<file path="src/hdl/turnout_state_tracker_macros.svh">
// assertion macros for the turnout state tracker
// used by the top level only; needs nothing else
`ifndef TURNOUT_STATE_TRACKER_MACROS_SVH
`define TURNOUT_STATE_TRACKER_MACROS_SVH

// same-cycle implication, checked outside reset
`define TST_ASSERT_IMP(lbl, clk, rst_n, ante, cons, msg) \
    lbl: assert property (@(posedge clk) disable iff (!rst_n) (ante) |-> (cons)) \
        else $error(msg);

// next-cycle implication, checked outside reset
`define TST_ASSERT_NXT(lbl, clk, rst_n, ante, cons, msg) \
    lbl: assert property (@(posedge clk) disable iff (!rst_n) (ante) |=> (cons)) \
        else $error(msg);

`endif

</file>
<file path="src/hdl/tst_pkg.sv">
// shared types, codes and constants of the turnout state tracker
// no dependencies; used by the interfaces and the top level
`default_nettype none

package tst_pkg;

    // table size and derived widths
    localparam int NUM_TURNOUTS = 2048;
    localparam int IDX_W        = $clog2(NUM_TURNOUTS);
    localparam int RX_IDX_W     = 11;
    localparam int NUM_W        = 12;
    localparam int STATE_W      = 2;
    localparam int OPCODE_W     = 8;
    localparam int BYTE_W       = 7;
    localparam int CMD_W        = 2;
    localparam int KIND_W       = 2;
    localparam int CFG_IDX_W    = 1;
    localparam int CFG_DATA_W   = 8;

    // message bit positions in the second argument byte
    localparam int DIR_CLOSED_BIT = 5;
    localparam int OUTPUT_ON_BIT  = 4;

    // configuration reset values
    localparam logic                NOTIFY_RESET = 1'b0;
    localparam logic [OPCODE_W-1:0] OPCODE_RESET = 8'd176;

    // turnout state codes
    localparam logic [STATE_W-1:0] TS_UNKNOWN = 2'd0;
    localparam logic [STATE_W-1:0] TS_CLOSED  = 2'd1;
    localparam logic [STATE_W-1:0] TS_THROWN  = 2'd2;
    localparam logic [STATE_W-1:0] TS_INVALID = 2'd3;

    typedef enum logic [CMD_W-1:0] {
        CMD_RX_MSG = 2'd0,
        CMD_QUERY  = 2'd1,
        CMD_THROW  = 2'd2,
        CMD_CLOSE  = 2'd3
    } cmd_e_t;

    typedef enum logic [KIND_W-1:0] {
        KIND_NOTICE = 2'd0,
        KIND_ANSWER = 2'd1,
        KIND_TX_MSG = 2'd2,
        KIND_ERROR  = 2'd3
    } kind_e_t;

    typedef enum logic [CFG_IDX_W-1:0] {
        REG_NOTIFY_ENABLE  = 1'b0,
        REG_REQUEST_OPCODE = 1'b1
    } cfg_reg_e_t;

    typedef enum logic [1:0] {
        ST_CLEAR,
        ST_IDLE,
        ST_LOOKUP,
        ST_EMIT
    } fsm_e_t;

    // one result item
    typedef struct packed {
        kind_e_t              kind;
        logic [NUM_W-1:0]     turnout;
        logic [STATE_W-1:0]   turnout_state;
        logic [OPCODE_W-1:0]  tx_opcode;
        logic [BYTE_W-1:0]    tx_first_byte;
        logic [BYTE_W-1:0]    tx_second_byte;
        logic                 last;
    } res_t;

endpackage

`default_nettype wire

</file>
<file path="src/hdl/tst_if.sv">
// valid/ready channel interfaces for command items and result items
// depends on tst_pkg for the field widths
`default_nettype none

interface tst_in_if;
    logic                             valid;
    logic                             ready;
    logic [tst_pkg::CMD_W-1:0]        command;
    logic [tst_pkg::NUM_W-1:0]        switch_number;
    logic [tst_pkg::OPCODE_W-1:0]     rx_opcode;
    logic [tst_pkg::BYTE_W-1:0]       rx_first_byte;
    logic [tst_pkg::BYTE_W-1:0]       rx_second_byte;

    modport source (output valid, command, switch_number, rx_opcode, rx_first_byte,
                    rx_second_byte, input ready);
    modport sink (input valid, command, switch_number, rx_opcode, rx_first_byte,
                  rx_second_byte, output ready);
endinterface

interface tst_out_if;
    logic                             valid;
    logic                             ready;
    logic [tst_pkg::KIND_W-1:0]       kind;
    logic [tst_pkg::NUM_W-1:0]        turnout;
    logic [tst_pkg::STATE_W-1:0]      turnout_state;
    logic [tst_pkg::OPCODE_W-1:0]     tx_opcode;
    logic [tst_pkg::BYTE_W-1:0]       tx_first_byte;
    logic [tst_pkg::BYTE_W-1:0]       tx_second_byte;
    logic                             last;

    modport source (output valid, kind, turnout, turnout_state, tx_opcode, tx_first_byte,
                    tx_second_byte, last, input ready);
    modport sink (input valid, kind, turnout, turnout_state, tx_opcode, tx_first_byte,
                  tx_second_byte, last, output ready);
endinterface

`default_nettype wire

</file>
<file path="src/hdl/tst_ram.sv">
// generic single-port ram with registered read data
// no dependencies
`default_nettype none

module tst_ram #(
    parameter int WIDTH = 2,
    parameter int DEPTH = 2048
) (
    input  wire logic                     clk,
    input  wire logic                     we,
    input  wire logic [$clog2(DEPTH)-1:0] addr,
    input  wire logic [WIDTH-1:0]         wdata,
    output logic      [WIDTH-1:0]         rdata
);

    logic [WIDTH-1:0] mem_reg [DEPTH];
    logic [WIDTH-1:0] rdata_reg;

    // write port and registered read, old data on a same-address write
    always_ff @(posedge clk)
    begin
        if (we)
        begin
            mem_reg[addr] <= wdata;
        end
        rdata_reg <= mem_reg[addr];
    end

    assign rdata = rdata_reg;

endmodule

`default_nettype wire

</file>
<file path="src/hdl/turnout_state_tracker.sv">
// Turnout state tracker: keeps a 2-bit state for tst_pkg::NUM_TURNOUTS turnouts in one
// ram and encodes throw/close requests. After reset a clearing pass writes every
// entry to unknown, one per cycle; no item is accepted meanwhile, configuration writes
// are. Afterwards a query waits in a lookup state for the registered ram read, and a
// valid throw or close sends two results through the single output register, the
// second held in the emit state until that register is free. An item is accepted
// only while the output register is free or being emptied in that cycle.
// Depends on tst_pkg, tst_if, tst_ram and turnout_state_tracker_macros.svh.
`default_nettype none

`include "turnout_state_tracker_macros.svh"

module turnout_state_tracker (
    input  wire logic                              clk,
    input  wire logic                              rst_n,
    tst_in_if.sink                                 request,
    tst_out_if.source                              result,
    input  wire logic                              cfg_we,
    input  wire logic [tst_pkg::CFG_IDX_W-1:0]     cfg_index,
    input  wire logic [tst_pkg::CFG_DATA_W-1:0]    cfg_data
);

    // configuration
    logic                              notify_enable_reg;
    logic [tst_pkg::OPCODE_W-1:0]      request_opcode_reg;

    // control and holding state
    tst_pkg::fsm_e_t                   state_reg, state_next;
    logic [tst_pkg::IDX_W-1:0]         clr_cnt_reg, clr_cnt_next;
    logic                              out_valid_reg, out_valid_next;
    tst_pkg::res_t                     out_reg, out_next;
    tst_pkg::res_t                     pend_reg, pend_next;
    logic                              look_ok_reg, look_ok_next;

    // ram port
    logic                              ram_we;
    logic [tst_pkg::IDX_W-1:0]         ram_addr;
    logic [tst_pkg::STATE_W-1:0]       ram_wdata;
    logic [tst_pkg::STATE_W-1:0]       ram_rdata;

    // decoded item fields
    tst_pkg::cmd_e_t                   cmd;
    logic [tst_pkg::RX_IDX_W-1:0]      rx_idx;
    logic                              rx_match;
    logic [tst_pkg::STATE_W-1:0]       rx_state;
    logic [tst_pkg::NUM_W-1:0]         num_m1;
    logic                              num_ok;
    logic                              closing;
    logic [tst_pkg::BYTE_W-1:0]        tx_b2;
    logic                              slot_free;
    logic                              accept;
    logic [tst_pkg::STATE_W-1:0]       look_state;

    tst_ram #(
        .WIDTH (tst_pkg::STATE_W),
        .DEPTH (tst_pkg::NUM_TURNOUTS)
    ) u_table (
        .clk   (clk),
        .we    (ram_we),
        .addr  (ram_addr),
        .wdata (ram_wdata),
        .rdata (ram_rdata)
    );

    // configuration writes
    always_ff @(posedge clk or negedge rst_n)
    begin
        if (!rst_n)
        begin
            notify_enable_reg  <= tst_pkg::NOTIFY_RESET;
            request_opcode_reg <= tst_pkg::OPCODE_RESET;
        end
        else if (cfg_we)
        begin
            unique case (tst_pkg::cfg_reg_e_t'(cfg_index))
                tst_pkg::REG_NOTIFY_ENABLE:  notify_enable_reg  <= cfg_data[0];
                tst_pkg::REG_REQUEST_OPCODE: request_opcode_reg <= cfg_data;
            endcase
        end
    end

    // item field decode
    assign cmd      = tst_pkg::cmd_e_t'(request.command);
    assign rx_idx   = {request.rx_second_byte[3:0], request.rx_first_byte};
    assign rx_match = (request.rx_opcode == request_opcode_reg)
                      && (tst_pkg::NUM_W'(rx_idx) < tst_pkg::NUM_W'(tst_pkg::NUM_TURNOUTS));
    assign rx_state = request.rx_second_byte[tst_pkg::DIR_CLOSED_BIT]
                      ? tst_pkg::TS_CLOSED : tst_pkg::TS_THROWN;
    assign num_m1   = request.switch_number - tst_pkg::NUM_W'(1);
    assign num_ok   = (request.switch_number != '0)
                      && (request.switch_number <= tst_pkg::NUM_W'(tst_pkg::NUM_TURNOUTS));
    assign closing  = (cmd == tst_pkg::CMD_CLOSE);
    assign tx_b2    = {1'b0, closing, 1'b0, num_m1[10:7]};

    // handshake
    assign slot_free     = !out_valid_reg || result.ready;
    assign accept        = request.valid && request.ready;
    assign request.ready = (state_reg == tst_pkg::ST_IDLE) && slot_free;

    // unwritten code three never occurs, but reads as unknown
    assign look_state = (look_ok_reg && ram_rdata != tst_pkg::TS_INVALID)
                        ? ram_rdata : tst_pkg::TS_UNKNOWN;

    // sequencer: next state, ram access and result loading
    always_comb
    begin
        state_next     = state_reg;
        clr_cnt_next   = clr_cnt_reg;
        out_valid_next = out_valid_reg && !result.ready;
        out_next       = out_reg;
        pend_next      = pend_reg;
        look_ok_next   = look_ok_reg;
        ram_we         = 1'b0;
        ram_addr       = rx_idx[tst_pkg::IDX_W-1:0];
        ram_wdata      = rx_state;

        unique case (state_reg)
            tst_pkg::ST_CLEAR:
            begin
                ram_we       = 1'b1;
                ram_addr     = clr_cnt_reg;
                ram_wdata    = tst_pkg::TS_UNKNOWN;
                clr_cnt_next = clr_cnt_reg + tst_pkg::IDX_W'(1);
                if (clr_cnt_reg == tst_pkg::IDX_W'(tst_pkg::NUM_TURNOUTS - 1))
                begin
                    state_next = tst_pkg::ST_IDLE;
                end
            end

            tst_pkg::ST_IDLE:
            begin
                if (accept)
                begin
                    unique case (cmd)
                        tst_pkg::CMD_RX_MSG:
                        begin
                            ram_we = rx_match;
                            if (rx_match && notify_enable_reg)
                            begin
                                out_valid_next = 1'b1;
                                out_next       = '{kind: tst_pkg::KIND_NOTICE,
                                                   turnout: tst_pkg::NUM_W'(rx_idx)
                                                            + tst_pkg::NUM_W'(1),
                                                   turnout_state: rx_state,
                                                   tx_opcode: '0, tx_first_byte: '0,
                                                   tx_second_byte: '0, last: 1'b1};
                            end
                        end

                        tst_pkg::CMD_QUERY:
                        begin
                            ram_addr     = num_m1[tst_pkg::IDX_W-1:0];
                            look_ok_next = num_ok;
                            pend_next    = '{kind: tst_pkg::KIND_ANSWER,
                                             turnout: request.switch_number,
                                             turnout_state: tst_pkg::TS_UNKNOWN,
                                             tx_opcode: '0, tx_first_byte: '0,
                                             tx_second_byte: '0, last: 1'b1};
                            state_next   = tst_pkg::ST_LOOKUP;
                        end

                        tst_pkg::CMD_THROW, tst_pkg::CMD_CLOSE:
                        begin
                            out_valid_next = 1'b1;
                            if (!num_ok)
                            begin
                                out_next = '{kind: tst_pkg::KIND_ERROR,
                                             turnout: request.switch_number,
                                             turnout_state: tst_pkg::TS_UNKNOWN,
                                             tx_opcode: '0, tx_first_byte: '0,
                                             tx_second_byte: '0, last: 1'b1};
                            end
                            else
                            begin
                                // output-on now, output-off held in pend_reg for the emit state
                                pend_next = '{kind: tst_pkg::KIND_TX_MSG,
                                              turnout: request.switch_number,
                                              turnout_state: closing ? tst_pkg::TS_CLOSED
                                                                     : tst_pkg::TS_THROWN,
                                              tx_opcode: request_opcode_reg,
                                              tx_first_byte: num_m1[6:0],
                                              tx_second_byte: tx_b2, last: 1'b1};
                                out_next  = pend_next;
                                out_next.tx_second_byte[tst_pkg::OUTPUT_ON_BIT] = 1'b1;
                                out_next.last = 1'b0;
                                state_next = tst_pkg::ST_EMIT;
                            end
                        end
                    endcase
                end
            end

            tst_pkg::ST_LOOKUP:
            begin
                // output register was free or being emptied at accept and nothing was loaded since
                out_valid_next = 1'b1;
                out_next       = pend_reg;
                out_next.turnout_state = look_state;
                state_next     = tst_pkg::ST_IDLE;
            end

            tst_pkg::ST_EMIT:
            begin
                if (slot_free)
                begin
                    out_valid_next = 1'b1;
                    out_next       = pend_reg;
                    state_next     = tst_pkg::ST_IDLE;
                end
            end
        endcase
    end

    // control registers
    always_ff @(posedge clk or negedge rst_n)
    begin
        if (!rst_n)
        begin
            state_reg     <= tst_pkg::ST_CLEAR;
            clr_cnt_reg   <= '0;
            out_valid_reg <= 1'b0;
        end
        else
        begin
            state_reg     <= state_next;
            clr_cnt_reg   <= clr_cnt_next;
            out_valid_reg <= out_valid_next;
        end
    end

    // payload registers
    always_ff @(posedge clk)
    begin
        out_reg     <= out_next;
        pend_reg    <= pend_next;
        look_ok_reg <= look_ok_next;
    end

    // result channel
    assign result.valid          = out_valid_reg;
    assign result.kind           = out_reg.kind;
    assign result.turnout        = out_reg.turnout;
    assign result.turnout_state  = out_reg.turnout_state;
    assign result.tx_opcode      = out_reg.tx_opcode;
    assign result.tx_first_byte  = out_reg.tx_first_byte;
    assign result.tx_second_byte = out_reg.tx_second_byte;
    assign result.last           = out_reg.last;

    // checks
    `TST_ASSERT_IMP(a_clear_quiet, clk, rst_n, state_reg == tst_pkg::ST_CLEAR,
        !out_valid_reg && !request.ready, "item activity during clearing pass")
    `TST_ASSERT_IMP(a_lookup_slot, clk, rst_n, state_reg == tst_pkg::ST_LOOKUP,
        !out_valid_reg, "output register busy when query answer arrives")
    `TST_ASSERT_IMP(a_emit_first, clk, rst_n, state_reg == tst_pkg::ST_EMIT,
        out_valid_reg && !out_reg.last && pend_reg.last, "request pair out of order")
    `TST_ASSERT_NXT(a_query_lookup, clk, rst_n,
        accept && cmd == tst_pkg::CMD_QUERY, state_reg == tst_pkg::ST_LOOKUP,
        "query did not enter lookup")

endmodule

`default_nettype wire
</file>
<file path="src/flat_wrapper.sv">
// flat-port wrapper written by rule: the top's interface ports become plain ports
module turnout_state_tracker_flat 
  (clk, rst_n, cfg_we, cfg_index, cfg_data, request_valid, request_command, request_switch_number, request_rx_opcode, request_rx_first_byte, request_rx_second_byte, request_ready, result_valid, result_kind, result_turnout, result_turnout_state, result_tx_opcode, result_tx_first_byte, result_tx_second_byte, result_last, result_ready);
  tst_in_if request_i ();
  tst_out_if result_i ();
  input  wire logic clk;
  input  wire logic rst_n;
  input  wire logic cfg_we;
  input  wire logic [tst_pkg::CFG_IDX_W-1:0] cfg_index;
  input  wire logic [tst_pkg::CFG_DATA_W-1:0] cfg_data;
  input wire logic [$bits(request_i.valid)-1:0] request_valid;
  input wire logic [$bits(request_i.command)-1:0] request_command;
  input wire logic [$bits(request_i.switch_number)-1:0] request_switch_number;
  input wire logic [$bits(request_i.rx_opcode)-1:0] request_rx_opcode;
  input wire logic [$bits(request_i.rx_first_byte)-1:0] request_rx_first_byte;
  input wire logic [$bits(request_i.rx_second_byte)-1:0] request_rx_second_byte;
  output wire logic [$bits(request_i.ready)-1:0] request_ready;
  output wire logic [$bits(result_i.valid)-1:0] result_valid;
  output wire logic [$bits(result_i.kind)-1:0] result_kind;
  output wire logic [$bits(result_i.turnout)-1:0] result_turnout;
  output wire logic [$bits(result_i.turnout_state)-1:0] result_turnout_state;
  output wire logic [$bits(result_i.tx_opcode)-1:0] result_tx_opcode;
  output wire logic [$bits(result_i.tx_first_byte)-1:0] result_tx_first_byte;
  output wire logic [$bits(result_i.tx_second_byte)-1:0] result_tx_second_byte;
  output wire logic [$bits(result_i.last)-1:0] result_last;
  input wire logic [$bits(result_i.ready)-1:0] result_ready;
  assign request_i.valid = request_valid;
  assign request_i.command = request_command;
  assign request_i.switch_number = request_switch_number;
  assign request_i.rx_opcode = request_rx_opcode;
  assign request_i.rx_first_byte = request_rx_first_byte;
  assign request_i.rx_second_byte = request_rx_second_byte;
  assign request_ready = request_i.ready;
  assign result_valid = result_i.valid;
  assign result_kind = result_i.kind;
  assign result_turnout = result_i.turnout;
  assign result_turnout_state = result_i.turnout_state;
  assign result_tx_opcode = result_i.tx_opcode;
  assign result_tx_first_byte = result_i.tx_first_byte;
  assign result_tx_second_byte = result_i.tx_second_byte;
  assign result_last = result_i.last;
  assign result_i.ready = result_ready;
  turnout_state_tracker u_core (.clk(clk), .rst_n(rst_n), .request(request_i), .result(result_i), .cfg_we(cfg_we), .cfg_index(cfg_index), .cfg_data(cfg_data));
endmodule
</file>
<file path="config.mk">
export PLATFORM = sky130hd
export DESIGN_NAME = turnout_state_tracker_flat
export DESIGN_NICKNAME = d
export VERILOG_FILES = /design/src/hdl/tst_pkg.sv /design/src/hdl/tst_if.sv /design/src/hdl/tst_ram.sv /design/src/hdl/turnout_state_tracker.sv /design/src/flat_wrapper.sv
export VERILOG_INCLUDE_DIRS = /design/src /design/src/hdl
export SDC_FILE = /design/constraint.sdc
export NUM_CORES = 2
export LEC_CHECK = 0
export BUFFER_PORTS_ARGS = -buffer_cell sky130_fd_sc_hd__buf_2
export CAP_MARGIN = 25
export CORE_MARGIN = 2
export CORE_UTILIZATION = 35
export CTS_CLUSTER_DIAMETER = 200
export DETAILED_ROUTE_END_ITERATION = 8
export SYNTH_ARGS = -nofsm -noshare
export SYNTH_HDL_FRONTEND = slang
export SYNTH_SLANG_ARGS = --single-unit
</file>
<file path="constraint.sdc">
create_clock -name clk -period 171.7 [get_ports clk]
set_input_delay 17.17 -clock clk [delete_from_list [all_inputs] [get_ports clk]]
set_output_delay 17.17 -clock clk [all_outputs]
set_load 0.02 [all_outputs]
</file>
Word level (Yosys, flattened, before mapping)
Memory sizes are Yosys's and may differ from the RTL's. A register that Yosys moved wholly into a read port is not among the register bits.
Cells that the tools add are included.
{"block": "totals", "register_bits": 102, "ramBits": 4096, "inputBits": 50, "output_inout_bits": 41, "mem_count": 1}
{"name": "u_core.u_table.mem_reg", "words": 2048, "word_bits": 2, "rd": 1, "rd_clocked_by_memory_dff": 1, "wr": 1, "line_no": "tst_ram.sv:16", "rtl": "logic [WIDTH-1:0] mem_reg [DEPTH];"}
{"block": "classes", "n_addsub": 3, "magnitude_cmp": 1, "eq_ne": 17, "mux": 31, "bitwise_logic": 1, "reduce_logical": 21}
{"op": "$mux 39", "n": 4}
{"op": "$pmux 39 s2", "n": 2}
{"op": "$pmux 39 s3", "n": 1}
{"op": "$mux 38", "n": 1}
{"op": "$mux 11", "n": 2}
{"op": "$pmux 11 s2", "n": 1}
{"op": "$mux 2", "n": 8}
{"op": "$add 11x1->12 const B", "n": 1}
{"op": "$le 12x12->1 const B", "n": 1}
{"op": "$reduce_bool 12->1", "n": 1}
{"op": "$add 11x1->11 const B", "n": 1}
{"op": "$eq 11x11->1 const B", "n": 1}
{"op": "$sub 11x1->11 const B", "n": 1}
{"op": "$reduce_and 5->1", "n": 2}
{"op": "$ne 3x3->1 const B", "n": 3}
{"op": "$eq 2x2->1 const B", "n": 4}
{"op": "$eq 8x8->1", "n": 1}
{"op": "$ne 2x1->1 const B", "n": 4}
{"op": "$pmux 2 s4", "n": 1}
{"op": "$mux 1", "n": 7}
{"op": "$logic_and 1x1->1", "n": 6}
{"op": "$eq 2x1->1 const B", "n": 2}
{"op": "$logic_not 2->1", "n": 2}
{"op": "$pmux 1 s2", "n": 2}
{"op": "other kinds (13)", "n": 15}

Logic depth before layout (Yosys ltp)
{"block": "logic_depth", "depth_word": 8, "depth_mapped": 17}

Modules after synthesis
Synthesis repeated with hierarchy kept, for this count alone.
{"block": "unflattened", "cells_unflattened": 11183, "hier_area_um2": 170038.1}
{"module": "tst_ram", "n_inst": 1, "cells_per_inst": 10756, "area_each_um2": 165107.1, "seq_area_each_um2": 123038.0}
{"module": "turnout_state_tracker", "n_inst": 1, "cells_per_inst": 427, "area_each_um2": 4931.0, "seq_area_each_um2": 2801.4}

Worst setup path after synthesis
Ideal clock, no wire load.
{"block": "synth_path", "path_kind": "input to register", "start": "input request_rx_second_byte[5]", "end": "memory u_core.u_table.mem_reg[0][1] (data pin)", "setup_time_ns": 9.719, "arrival_ns": 63.635, "slack_ns": 98.346, "path_stages": 1, "path_buffers": 0, "cell_sequence": "nor2_1"}
{"block": "synth_between", "elab_chain_cells": 2}
{"element": "start, declared", "line_no": "flat_wrapper.sv:16", "rtl": "input wire logic [$bits(request_i.rx_second_byte)-1:0] request_rx_second_byte;"}
{"element": "$mux 2", "line_no": "turnout_state_tracker.sv:88", "rtl": "? tst_pkg::TS_CLOSED : tst_pkg::TS_THROWN;"}
{"element": "$mux 2", "line_no": "turnout_state_tracker.sv:117", "rtl": "unique case (state_reg)"}
{"element": "end, declared", "line_no": "tst_ram.sv:16"}
No other way between the ends.

Worst setup path in the final report
{"block": "layout_path", "start": "input result_ready", "end": "output request_ready"}
{"block": "layout_between", "elab_chain_cells": 2}
{"element": "start, declared", "line_no": "flat_wrapper.sv:26", "rtl": "input wire logic [$bits(result_i.ready)-1:0] result_ready;"}
{"element": "$logic_or 1x1->1", "line_no": "turnout_state_tracker.sv:96", "rtl": "assign slot_free = !out_valid_reg || result.ready;"}
{"element": "$logic_and 1x1->1", "line_no": "turnout_state_tracker.sv:98", "rtl": "assign request.ready = (state_reg == tst_pkg::ST_IDLE) && slot_free;"}
{"element": "end, declared", "line_no": "flat_wrapper.sv:17", "rtl": "output wire logic [$bits(request_i.ready)-1:0] request_ready;"}
No other way between the ends.

==> reports/qor.csv <==
stage;metric;value;unit
timing;Final Setup Violations;0;
critical_path;Worst setup EP type;output port;
synthesis;Yosys cell types;61;
routing;Residual DRC;0;
grt;global-route wire length before repair;644000;µm
grt;largest net degree at the start of global routing;271;
synthesis;Post-Syn Nets;9238;
timing;fin. max-slew vios;0;
cts;CTS tree;built;
synthesis;Synth area leaders;edfxtp_1, mux4_2, nor2_1;
synthesis;synth warn;0;
critical_path;Worst Reg-to-Reg Cells;17;
pwr;worst vdd ir;0.0146;mV
cells_and_area;Reg area;0.126;mm²
timing;TNS Setup;0;ns
cts;CTS Hold Bufs;0;
critical_path;Crit-path slowest cell;nor2b_1;
critical_path;CP cell instances;buf_2, nor2b_1, nor3b_1, buf_2;
cts;H-tree Lvls;5;
timing;clock skew;0.0493;ns
cells_and_area;Post-Layout Cell Count;16000;
critical_path;reg2reg start;u_core.state_reg[0]$_DFFE_PN0P_;
critical_path;Reg2Reg Setup Slack;162.70;ns
synthesis;FF+latch count, synth;4195;
critical_path;Critical R2R Capture;u_core.u_table.rdata[0]$_DFF_P_;
cells_and_area;Area Overhead vs Synth;13.8;%
cts;post-CTS sizing;0;
grt;Tot GR Track Use;18.2;%
pwr;Pleak;57.0;nW
timing;Hold Violations, Final;0;
cts;CTS root buf;clkbuf_16;
critical_path;crit path launch type;primary input;
floorplanning;number of I/O pins;91;
timing;headroom to the max-slew limit;4.06;%
cells_and_area;nets;9260;
synthesis;Post-synth EDFFs;4170;
routing;via count;89100;
job;max cap viols;0;
pwr;Reg power frac;40.7;%
pwr;sw frac;31.5;%
critical_path;crit-path max FO;7;
pwr;Final Power;2.98;mW
floorplanning;Initial Util;35.1;%
synthesis;post-synth top area cell;edfxtp_1;
critical_path;most frequent CP cell;buf_2;
grt;global route overflow;0;
grt;number of global-route vias before repair;92000;
cells_and_area;Final Util;39.9;%
synthesis;Post-Syn Area;0.167;mm²
routing;DR pass1 iterations;6;
synthesis;share of flip-flops with an asynchronous set or reset;0.548;%
routing;Iteration-0 DRC Markers;12400;
placed_design;placer congestion estimate;0.776;
cts;clock buffer depth;4;
cts;clk_lat worst skew;1.00;ns
critical_path;Slowest Stage Delay on Critical Path;0.52;ns
synthesis;share of the synthesized area in the top cell type;74.8;%
run_status;status;finished clean;
hold_path;depth of the worst hold-timing path;1;
synthesis;Avg Inst Size Synth;18.2;µm²
critical_path;Worst Path Buf+Inv;2;
timing;unrepaired setup endpoints after global routing;false;
hold_path;hold endpoint;u_core.clr_cnt_reg[10]$_DFFE_PN0P_;
cells_and_area;Multi-input gate area;0.0387;mm²
placed_design;placed cells;15100;
pwr;PD cells;15.6;mW/mm²
floorplanning;DIE WIDTH;696;µm
pwr;Gate power share;28.7;%
timing;Slew @ Worst Pin;1.44;ns
hold_path;worst hold path startpoint;u_core.clr_cnt_reg[10]$_DFFE_PN0P_;
placed_design;IO buf count;87;
cells_and_area;final design area excluding fillers;0.191;mm²
cts;Num Clock Sinks;4195;
cts;CTS Buf Count;430;
pwr;Sw Pwr;0.938;mW
pwr;clock power share;30.5;%
routing;DRT antenna net count;0;
hold_path;worst hold path type;reg2reg;
timing;Tmin final;35.38;ns
timing;final worst-path cycle share;20.6;%
routing;drt wl/cell;28.4;µm
cts;Setup Buffers After CTS;0;
floorplanning;Die Span Y;696;µm
critical_path;Crit Path Class;in2out;
cells_and_area;Largest register FFs;4096;
routing;Vias/cell;5.58;
synthesis;commonest register cell after synthesis;edfxtp_1;
grt;initial antenna violation count;26;
synthesis;synthesized instance count;9184;
placed_design;hpwl dp;243000;µm
cells_and_area;fillers;42400;
cells_and_area;share of layout cells above drive strength 1;21.6;%
placed_design;Placed Area;0.176;mm²
floorplanning;row count;254;
critical_path;Worst EP required;154.53;ns
cts;CTS clk-pin slew, worst paths;0.06;ns
synthesis;register area share after synthesis;75.2;%
critical_path;Critical Path AT;18.20;ns
pwr;P_int;2.04;mW
floorplanning;CORE AREA;0.477;mm²
timing;max frequency;0.0283;GHz
floorplanning;Die ar.;0.484;mm²
critical_path;Largest delay share family, worst path;simple AND/OR/NAND/NOR gates;
routing;drt total wl;454000;µm
-- placed cells by master, fill, tap and decap left out, types with 11 or more instances in the layout --
cell type	instances
clkbuf_16	435
nor2_1	2092
buf_8	11
clkinvlp_4	13
o21ai_0	26
xnor2_1	27
dfrtp_1	19
bufinv_16	36
buf_16	73
nand2_1	110
inv_6	12
nand4_1	152
clkinv_2	88
nand2_4	32
mux4_2	1024
a22oi_1	584
clkinv_1	105
buf_2	87
edfxtp_1	4170
a21oi_1	21
buf_12	17
buf_4	173
nand3_1	11
clkbuf_1	90
-- worst max-delay path by stage --
| stage | startpoint | endpoint | cells after the start |
|---|---|---|---|
| after CTS | result_ready | request_ready | 4 |
| after floorplan | request_rx_second_byte[5] | u_core.u_table.mem_reg[0][1]$_DFFE_PP_ | 1 |
| after global placement | result_ready | request_ready | 4 |
| after detailed placement | result_ready | request_ready | 4 |
| after global routing | result_ready | request_ready | 4 |
| final | result_ready | request_ready | 4 |
-- cell type report --
class / count / share of cell area (%)
repair buffers: 361 / 2.23
clock inverters: 265 / 1.25
flip-flops and latches: 4195 / 66.1
diodes: 9 / 0.0118
clock buffers: 528 / 5.91
well taps: 6400 / 4.20
multi-input cells: 4209 / 20.3
inverters: 9 / 0.0184
-- cell families after synthesis --
logic type                 after synthesis  share of synthesized area (%)
DFF                                   4195                           75.2
and+or+nand+nor                       2459                           5.84
muxes                                 1037                           13.9
buffers and inverters                  780                           1.97
AOI/OAI and AO/OA                      671                           2.95
xor gates and xnor gates                37                          0.194
adders and majority gates                4                         0.0299
other                                    1                        0.00224
-- cell usage after synthesis (all sizes together) (20+ instances only) --
| cell | number |
|---|---|
| a21oi | 23 |
| dfrtp | 20 |
| xnor2 | 27 |
| clkbuf | 398 |
| nand4 | 152 |
| edfxtp | 4170 |
| o21ai | 27 |
| buf | 373 |
| nand2 | 142 |
| nor2 | 2100 |
| mux4 | 1024 |
| a22oi | 584 |
-- power by group through the flow --
stage	registers (mW)	clock network (mW)	logic (mW)
final	1.21	0.909	0.855
after global routing	1.21	0.960	0.898
after CTS	1.21	0.922	0.848
after detailed placement	1.23	0	0.846
after global placement	1.23	0	0.824
after floorplan	1.44	0	0.532
-- per-layer routing --
| metal | track usage, % | vias up | share of wire [%] |
|---|---|---|---|
| met1 | 24.0 | 47400 | 38 |
| met2 | 30.4 | 4460 | 49 |
| met4 | 5.91 | 18 | 3.3 |
| met5 | 0 | - | 0.030 |
| li1 | - | 36500 | - |
| met3 | 3.64 | 752 | 9.6 |
-- per-stage QoR --
stage               worst slack (ns)  hold slack, ns
floorplan                      98.35           0.463
global placement              136.35           0.500
detailed placement            136.32           0.499
CTS                           136.31           0.512
global route                  136.20           0.530
finish                        136.33           0.519
Power figures use the tool's default switching activity.
